## src/rtl/assert_macros.svh

```systemverilog
// concurrent assertion macros shared by the rtl
`ifndef ASSERT_MACROS_SVH
`define ASSERT_MACROS_SVH
`ifndef SYNTHESIS
`define SPS_ASSERT(lbl, clk, rstn, prop) \
    lbl: assert property (@(posedge clk) disable iff (!rstn) prop) \
        else $error("sps assertion failed");
`define SPS_ASSERT_IMPL(lbl, clk, rstn, ante, cons) \
    lbl: assert property (@(posedge clk) disable iff (!rstn) (ante) |-> (cons)) \
        else $error("sps implication failed");
`else
`define SPS_ASSERT(lbl, clk, rstn, prop)
`define SPS_ASSERT_IMPL(lbl, clk, rstn, ante, cons)
`endif
`endif

```

## src/rtl/sps_pkg.sv

```systemverilog
// types, codes and constants of the sweep point sequencer
package sps_pkg;

    localparam int POINT_W   = 13;
    localparam int TIMEOUT_W = 19;
    localparam int POWER_W   = 16;
    localparam int CFG_IDX_W = 2;
    localparam int CFG_DATA_W = 19;

    localparam logic [POINT_W-1:0]   MAX_POINTS    = 13'd4096;
    localparam logic [TIMEOUT_W-1:0] TIMEOUT_RESET = 19'd500000;

    // register indexes
    localparam logic [CFG_IDX_W-1:0] REG_POINT_TOTAL   = 2'd0;
    localparam logic [CFG_IDX_W-1:0] REG_LOCK_TIMEOUT  = 2'd1;
    localparam logic [CFG_IDX_W-1:0] REG_FRAME_TIMEOUT = 2'd2;
    localparam logic [CFG_IDX_W-1:0] REG_EMIT_ENABLED  = 2'd3;

    // commands
    localparam logic [1:0] FUNC_POLL  = 2'd0;
    localparam logic [1:0] FUNC_START = 2'd1;
    localparam logic [1:0] FUNC_STOP  = 2'd2;

    // controller states
    localparam logic [3:0] ST_IDLE      = 4'd0;
    localparam logic [3:0] ST_PREPARE   = 4'd1;
    localparam logic [3:0] ST_SETLO     = 4'd2;
    localparam logic [3:0] ST_WAITLOCK  = 4'd3;
    localparam logic [3:0] ST_ARM       = 4'd4;
    localparam logic [3:0] ST_REARM     = 4'd5;
    localparam logic [3:0] ST_WAITFRAME = 4'd6;
    localparam logic [3:0] ST_MEASURE   = 4'd7;
    localparam logic [3:0] ST_EMIT      = 4'd8;
    localparam logic [3:0] ST_NEXT      = 4'd9;
    localparam logic [3:0] ST_DONE      = 4'd10;
    localparam logic [3:0] ST_ABORTED   = 4'd11;
    localparam logic [3:0] ST_ERROR     = 4'd12;

    // status codes
    localparam logic [2:0] E_OK    = 3'd0;
    localparam logic [2:0] E_PLAN  = 3'd1;
    localparam logic [2:0] E_LOSET = 3'd2;
    localparam logic [2:0] E_LOCK  = 3'd3;
    localparam logic [2:0] E_FRAME = 3'd4;
    localparam logic [2:0] E_MEAS  = 3'd5;
    localparam logic [2:0] E_CONS  = 3'd6;

    // action requests
    localparam logic [3:0] ACT_NONE    = 4'd0;
    localparam logic [3:0] ACT_DSP     = 4'd1;
    localparam logic [3:0] ACT_SETLO   = 4'd2;
    localparam logic [3:0] ACT_DMA     = 4'd3;
    localparam logic [3:0] ACT_REDMA   = 4'd4;
    localparam logic [3:0] ACT_ACCUM   = 4'd5;
    localparam logic [3:0] ACT_MEASURE = 4'd6;
    localparam logic [3:0] ACT_EMIT    = 4'd7;
    localparam logic [3:0] ACT_RSTACC  = 4'd8;

    typedef struct packed {
        logic [1:0]                func;
        logic                      plan_ok;
        logic                      lo_set_ok;
        logic                      lo_locked;
        logic                      dma_reset_ok;
        logic                      dma_start_ok;
        logic                      dma_error;
        logic                      frame_ready;
        logic                      accum_done;
        logic                      measure_ok;
        logic signed [POWER_W-1:0] power_in;
        logic                      consumer_ok;
    } cmd_t;

    typedef struct packed {
        logic [3:0]                ctrl_state;
        logic [2:0]                status;
        logic [3:0]                action;
        logic [POINT_W-1:0]        point_index;
        logic signed [POWER_W-1:0] power_out;
        logic                      last_point;
        logic                      active;
    } rsp_t;

    typedef struct packed {
        logic [POINT_W-1:0]   point_total;
        logic [TIMEOUT_W-1:0] lock_timeout;
        logic [TIMEOUT_W-1:0] frame_timeout;
        logic                 emit_enabled;
    } cfg_t;

endpackage

```

## src/rtl/sps_core.sv

```systemverilog
// sweep controller state and its combinational update for one command
`include "assert_macros.svh"
module sps_core
    import sps_pkg::*;
(
    input  logic clk,
    input  logic rst_n,
    input  logic fire,
    input  cmd_t item,
    input  cfg_t cfg,
    output rsp_t res
);

    logic [3:0]                state_reg, state_next;
    logic [POINT_W-1:0]        pc_reg, pc_next;
    logic [TIMEOUT_W-1:0]      wc_reg, wc_next;
    logic                      sp_reg, sp_next;
    logic signed [POWER_W-1:0] hp_reg, hp_next;
    logic [2:0]                le_reg, le_next;

    logic [2:0]           status;
    logic [3:0]           action;
    logic                 last;
    logic                 active_now;
    logic [POINT_W-1:0]   eff_total;
    logic [POINT_W-1:0]   pc_inc;
    logic [TIMEOUT_W-1:0] wc_inc;
    logic [POINT_W:0]     pc_plus;

    assign active_now = (state_reg >= ST_PREPARE) && (state_reg <= ST_NEXT);
    assign eff_total  = (cfg.point_total > MAX_POINTS) ? MAX_POINTS : cfg.point_total;
    assign pc_inc     = pc_reg + 1'b1;
    assign wc_inc     = wc_reg + 1'b1;
    assign pc_plus    = {1'b0, pc_reg} + 1'b1;

    always_comb
    begin
        state_next = state_reg;
        pc_next    = pc_reg;
        wc_next    = wc_reg;
        sp_next    = sp_reg;
        hp_next    = hp_reg;
        le_next    = le_reg;
        status     = E_OK;
        action     = ACT_NONE;
        last       = 1'b0;
        unique case (item.func)
            FUNC_START:
            begin
                if (active_now)
                begin
                    sp_next = 1'b1;
                end
                if (!item.plan_ok)
                begin
                    status = E_PLAN;
                end
                else
                begin
                    pc_next    = '0;
                    wc_next    = '0;
                    hp_next    = '0;
                    sp_next    = 1'b0;
                    le_next    = E_OK;
                    state_next = ST_PREPARE;
                end
            end
            FUNC_STOP:
            begin
                if (active_now)
                begin
                    sp_next = 1'b1;
                end
            end
            FUNC_POLL:
            begin
                if (sp_reg && active_now)
                begin
                    state_next = ST_ABORTED;
                    sp_next    = 1'b0;
                end
                else
                begin
                    unique case (state_reg) inside
                        ST_IDLE, ST_DONE, ST_ABORTED:
                        begin
                        end
                        ST_PREPARE:
                        begin
                            action     = ACT_DSP;
                            pc_next    = '0;
                            state_next = ST_SETLO;
                        end
                        ST_SETLO:
                        begin
                            if (pc_reg >= eff_total)
                            begin
                                state_next = ST_DONE;
                                le_next    = E_OK;
                            end
                            else
                            begin
                                action = ACT_SETLO;
                                if (!item.lo_set_ok)
                                begin
                                    status     = E_LOSET;
                                    le_next    = E_LOSET;
                                    state_next = ST_ERROR;
                                end
                                else
                                begin
                                    wc_next    = '0;
                                    state_next = ST_WAITLOCK;
                                end
                            end
                        end
                        ST_WAITLOCK:
                        begin
                            if (item.lo_locked)
                            begin
                                state_next = ST_ARM;
                            end
                            else
                            begin
                                wc_next = wc_inc;
                                if (wc_inc >= cfg.lock_timeout)
                                begin
                                    status     = E_LOCK;
                                    le_next    = E_LOCK;
                                    state_next = ST_ERROR;
                                end
                            end
                        end
                        ST_ARM:
                        begin
                            action = ACT_DMA;
                            if (!item.dma_reset_ok || !item.dma_start_ok)
                            begin
                                status     = E_FRAME;
                                le_next    = E_FRAME;
                                state_next = ST_ERROR;
                            end
                            else
                            begin
                                wc_next    = '0;
                                state_next = ST_WAITFRAME;
                            end
                        end
                        ST_REARM:
                        begin
                            action = ACT_REDMA;
                            if (!item.dma_start_ok)
                            begin
                                status     = E_FRAME;
                                le_next    = E_FRAME;
                                state_next = ST_ERROR;
                            end
                            else
                            begin
                                wc_next    = '0;
                                state_next = ST_WAITFRAME;
                            end
                        end
                        ST_WAITFRAME:
                        begin
                            if (item.dma_error)
                            begin
                                status     = E_FRAME;
                                le_next    = E_FRAME;
                                state_next = ST_ERROR;
                            end
                            else if (item.frame_ready)
                            begin
                                action     = ACT_ACCUM;
                                state_next = item.accum_done ? ST_MEASURE : ST_REARM;
                            end
                            else
                            begin
                                wc_next = wc_inc;
                                if (wc_inc >= cfg.frame_timeout)
                                begin
                                    status     = E_FRAME;
                                    le_next    = E_FRAME;
                                    state_next = ST_ERROR;
                                end
                            end
                        end
                        ST_MEASURE:
                        begin
                            action = ACT_MEASURE;
                            if (!item.measure_ok)
                            begin
                                status     = E_MEAS;
                                le_next    = E_MEAS;
                                state_next = ST_ERROR;
                            end
                            else
                            begin
                                hp_next    = item.power_in;
                                state_next = ST_EMIT;
                            end
                        end
                        ST_EMIT:
                        begin
                            state_next = ST_NEXT;
                            if (cfg.emit_enabled)
                            begin
                                action = ACT_EMIT;
                                last   = (pc_plus >= {1'b0, eff_total});
                                if (!item.consumer_ok)
                                begin
                                    status     = E_CONS;
                                    le_next    = E_CONS;
                                    state_next = ST_ERROR;
                                end
                            end
                        end
                        ST_NEXT:
                        begin
                            pc_next = pc_inc;
                            if (pc_inc >= eff_total)
                            begin
                                state_next = ST_DONE;
                                le_next    = E_OK;
                            end
                            else
                            begin
                                action     = ACT_RSTACC;
                                state_next = ST_SETLO;
                            end
                        end
                        default:
                        begin
                            // error state and unused codes report the held error
                            status = le_reg;
                        end
                    endcase
                end
            end
            default:
            begin
                // unused command, nothing changes
            end
        endcase
    end

    always_ff @(posedge clk or negedge rst_n)
    begin
        if (!rst_n)
        begin
            state_reg <= ST_IDLE;
            pc_reg    <= '0;
            wc_reg    <= '0;
            sp_reg    <= 1'b0;
            hp_reg    <= '0;
            le_reg    <= E_OK;
        end
        else if (fire)
        begin
            state_reg <= state_next;
            pc_reg    <= pc_next;
            wc_reg    <= wc_next;
            sp_reg    <= sp_next;
            hp_reg    <= hp_next;
            le_reg    <= le_next;
        end
    end

    always_comb
    begin
        res.ctrl_state  = state_next;
        res.status      = status;
        res.action      = action;
        res.point_index = pc_next;
        res.power_out   = hp_next;
        res.last_point  = last;
        res.active      = (state_next >= ST_PREPARE) && (state_next <= ST_NEXT);
    end

    // a pending stop only lives while a sweep is running
    `SPS_ASSERT_IMPL(a_stop_only_active, clk, rst_n, sp_reg, active_now)
    // the error state holds under polls
    `SPS_ASSERT(a_error_sticky, clk, rst_n,
        (fire && item.func == FUNC_POLL && state_reg == ST_ERROR) |=> (state_reg == ST_ERROR))

endmodule

```

## config.mk

```make
export PLATFORM = sky130hd
export DESIGN_NAME = sps_core
export DESIGN_NICKNAME = d
export VERILOG_FILES = /design/src/rtl/sps_pkg.sv /design/src/rtl/sps_core.sv
export VERILOG_INCLUDE_DIRS = /design/src /design/src/rtl
export SDC_FILE = /design/constraint.sdc
export NUM_CORES = 1
export LEC_CHECK = 0
export ABC_AREA = 1
export BUFFER_PORTS_ARGS = -buffer_cell sky130_fd_sc_hd__buf_4
export CAP_MARGIN = 5
export CORE_AREA = 3 3 109 111
export DETAILED_ROUTE_END_ITERATION = 8
export DIE_AREA = 0 0 112 114
export GPL_ROUTABILITY_DRIVEN = 0
export GPL_TIMING_DRIVEN = 0
export PLACE_DENSITY = 0.77
export SYNTH_ARGS = -nofsm -noshare
export SYNTH_HDL_FRONTEND = slang
export SYNTH_SLANG_ARGS = --single-unit
```

## constraint.sdc

```tcl
create_clock -name clk -period 6.05 [get_ports clk]
set_clock_uncertainty 0.2 [all_clocks]
set_input_delay 0.605 -clock clk [delete_from_list [all_inputs] [get_ports clk]]
set_output_delay 0.605 -clock clk [all_outputs]
set_load 0.1 [all_outputs]
```

==> key figures <==
Final layout
  – Layout cells sized above 1: 0.1622
  – Post-Layout Cell Count: 1,139
  – Syn-to-layout area delta: 21.08%
  – Final #Nets: 1,150
  – Antenna diodes: 0
  – Largest register FFs: 19

Clock network
  – Sink Count: 56
  – CTS buffer count: 5
  – Hold buffers post-CTS: 0
  – H-Tree Depth: 2
  – Clock Path Buffers: 2
  – CTS clk-pin slew, worst paths: 110 ps
  – Clock Tree Root: clkbuf_8
  – Worst-Skew Late Latency: 320 ps
  – CTS tree: built

Floorplanning
  – FP Rows: 38
  – Top-Level Pins: 125
  – Die ar.: 0.01277 mm2
  – Die X: 112 um
  – Overall die height: 114 um
  – Initial Utilization: 0.5223
  – Core ar.: 0.01089 mm2

Synthesis
  – Ys flop type: dfrtp_1
  – Synth async-reset ratio: 1.000
  – Ranking of synthesized cells by area: dfrtp_1, nand2_1, ha_1
  – Synthesized flop and latch total: 56
  – Synth unique cells: 45
  – Area leader, netlist: dfrtp_1
  – Number of synthesized flops with an enable pin: 0
  – Sequential share of the synthesized area: 0.2464
  – Cell Area, Synth: 0.005687 mm2
  – Syn Nets: 1,019
  – Warning count from the yosys run: 0
  – Post-Syn Instances: 867
  – Synth top cells by count: nand2_1, inv_1, ha_1
  – Synth Area per Inst: 6.559 um2
  – Synth top area share: 0.2464
  – Most frequent cell after synthesis: nand2_1

Setup path
  – Largest delay contributor family on the critical path: simple AND/OR/NAND/NOR gates
  – Worst path bufs/invs: 2
  – Worst R2R Setup Slack: 1740 ps
  – Critical Path AT: 4600 ps
  – Crit path max-delay cell type: dfrtp_1
  – CP endpoint kind: primary output
  – End of the worst register-to-register path: state_reg[3]
  – Critical path type: register to primary output
  – CP Cell Sequence: ha_1 -> nand2_1 -> nor2_1 -> nand3_1 -> or2_2 -> nor2_1 -> nand4_1 -> nor2_1 -> xor2_1 -> ha_1 -> nand2_1 -> a21oi_1 -> nor2_1 -> nand2_1 -> a21oi_2 -> a21oi_1 -> o21ai_1 -> nand3_1 -> nand2_1 -> nand2_1 -> inv_1 -> nand2_1 -> nand2_1 -> buf_4
  – Worst Path Max Fanout: 8
  – R2R depth: 22
  – CP required: 5240 ps
  – Startpoint types: register
  – Delay of the slowest critical-path stage: 510 ps
  – Cell mode on critical path: nand2_1
  – Worst reg2reg startpoint: wc_reg[0]

Global route
  – GR Util met3: 0.05464
  – Global routing usage on met1: 0.3264
  – Largest net degree at the start of global routing: 57
  – Most Used Layer, Global Route: met2
  – Grt total ovfl: 0
  – Vias in the first global route: 5,591
  – Initial antenna violation count: 0
  – GR Util All Layers: 0.2379
  – First-pass GRT wire length: 25.42 mm
  – Global routing usage on met2: 0.3841

Job
  – Max Cap Violations: 0

Timing
  – Final period util: 0.8930
  – RSZ-0062 raised after global routing: false
  – Setup TNS: 0 ps
  – Slew Limit Fails: 0
  – Setup violators final: 0
  – Final min period: 5403 ps
  – Slew @ Worst Pin: 723.2 ps
  – FMAX: 185.1 MHz
  – Worst setup margin: 647.2 ps
  – Worst relative slew slack: 0.5179
  – Final Hold Fails: 0

Routing
  – Avg WL per Cell: 13.26 um
  – Routed Antenna Nets: 0
  – Router iterations before antenna repair: 5
  – Total Wirelength: 15.10 mm
  – Via Count: 5,937
  – Via/cell ratio: 5.212
  – # DRC: 0
  – 1st-iter DRT viols: 261

Hold path
  – Worst hold path class: primary input to async pin

Power and ir drop
  – Leak: 3.942 nW
  – Worst IR Drop VDD: 586.5 uV
  – PD cells: 239.4 mW/mm2

Placed design
  – Setup Slack @ Placement: 829.6 ps
  – Detailed placer's ending HPWL: 12.42 mm
  – Number of port buffers: 124
  – Cells after DPL: 1,131

Run status
  – Outcome: completed
==> cell type report <==
class,count,area [um2]
Fill cell,1048,4003
Multi-Input combinational cell,628,3575
Sequential cell,56,1401
Timing Repair Buffer,124,930.9
Inverter,167,626.9
Tap cell,140,175.2
Buffer,16,87.58
Clock buffer,6,72.57
Clock inverter,2,16.27
==> timing repair <==
item / in CTS / in global routing
setup endpoints to repair: 0 / 1
resized for setup: 0 / 2
setup buffers: 0 / 0
==> cell families (layout without fill, tap and decap cells) <==
family	after synthesis	count (layout)	share of synthesized area
AND/OR/NAND/NOR	397	397	0.2988
adder cells (fa/ha/maj)	69	69	0.1518
AO/OA/AOI/OAI	142	142	0.1465
buffers and inverters	183	315	0.1256
flip-flops	56	56	0.2464
XOR/XNOR	20	20	0.03080
==> cells in the final DEF, fill, tap and decap left out, types with 5 or more instances in the layout <==
cell      synthesis  final
a21oi_1          35     34
buf_4             1    125
clkbuf_1          9     10
clkbuf_8          0      5
dfrtp_1          56     56
ha_1             69     69
inv_1           158    158
inv_2             7      7
nand2_1         252    252
nand3_1          31     31
nand4_1          16     16
nor2_1           59     59
nor3_1           16     16
nor4_1            5      5
o211ai_1          5      5
o21ai_0          51     50
o21ai_1           8      9
o22ai_1          25     25
xor2_1           17     17
==> worst reg2reg max path, cell delays in order (launching register included) <==
cell	delay, ps
dfrtp_1	510
ha_1	230
nand2_1	70
nor2_1	170
nand3_1	130
or2_2	310
nor2_1	210
nand4_1	210
nor2_1	180
xor2_1	290
ha_1	310
nand2_1	70
a21oi_1	60
nor2_1	110
nand2_1	100
a21oi_2	220
a21oi_1	100
o21ai_1	220
nand3_1	110
nand2_1	70
nand2_1	120
nand2_1	70
o21ai_0	90
==> report_power, final <==
group          internal (mW)  total (mW)  switching, mW
logic                  0.272       0.983          0.712
registers              0.406       0.451         0.0453
clock network         0.0828       0.214          0.131
==> routing by layer <==
layer / share of wire / wire, um / vias to the layer above
met2: 0.45 / 6783 / 175
met5: 0 / 0 / -
li1: - / - / 3061
met4: 0.017 / 261 / 0
met3: 0.071 / 1074 / 18
met1: 0.46 / 6982 / 2683
==> how the worst max path moves through the flow <==
stage	end	depth (start not counted)	slack (ps)	start
detailed placement	res[0]	24	830	wc_reg[0]
finish	res[0]	24	650	wc_reg[0]
floorplan	res[0]	23	750	wc_reg[0]
global route	res[0]	24	100	wc_reg[0]
CTS	res[0]	24	460	wc_reg[0]
global placement	res[0]	24	940	wc_reg[0]
==> per-stage QoR <==
stage	cell area, um2	hold slack, ps	power, mW	util
floorplan	5687	109.4	1.187	-
global placement	6793	262.5	1.420	0.6239
CTS	6882	152.3	1.642	0.6320
finish	6885	116.9	1.649	0.6324
global route	6885	176.4	1.759	0.6324
detailed placement	6793	267.8	1.429	0.6239
Power figures use the tool's default switching activity.
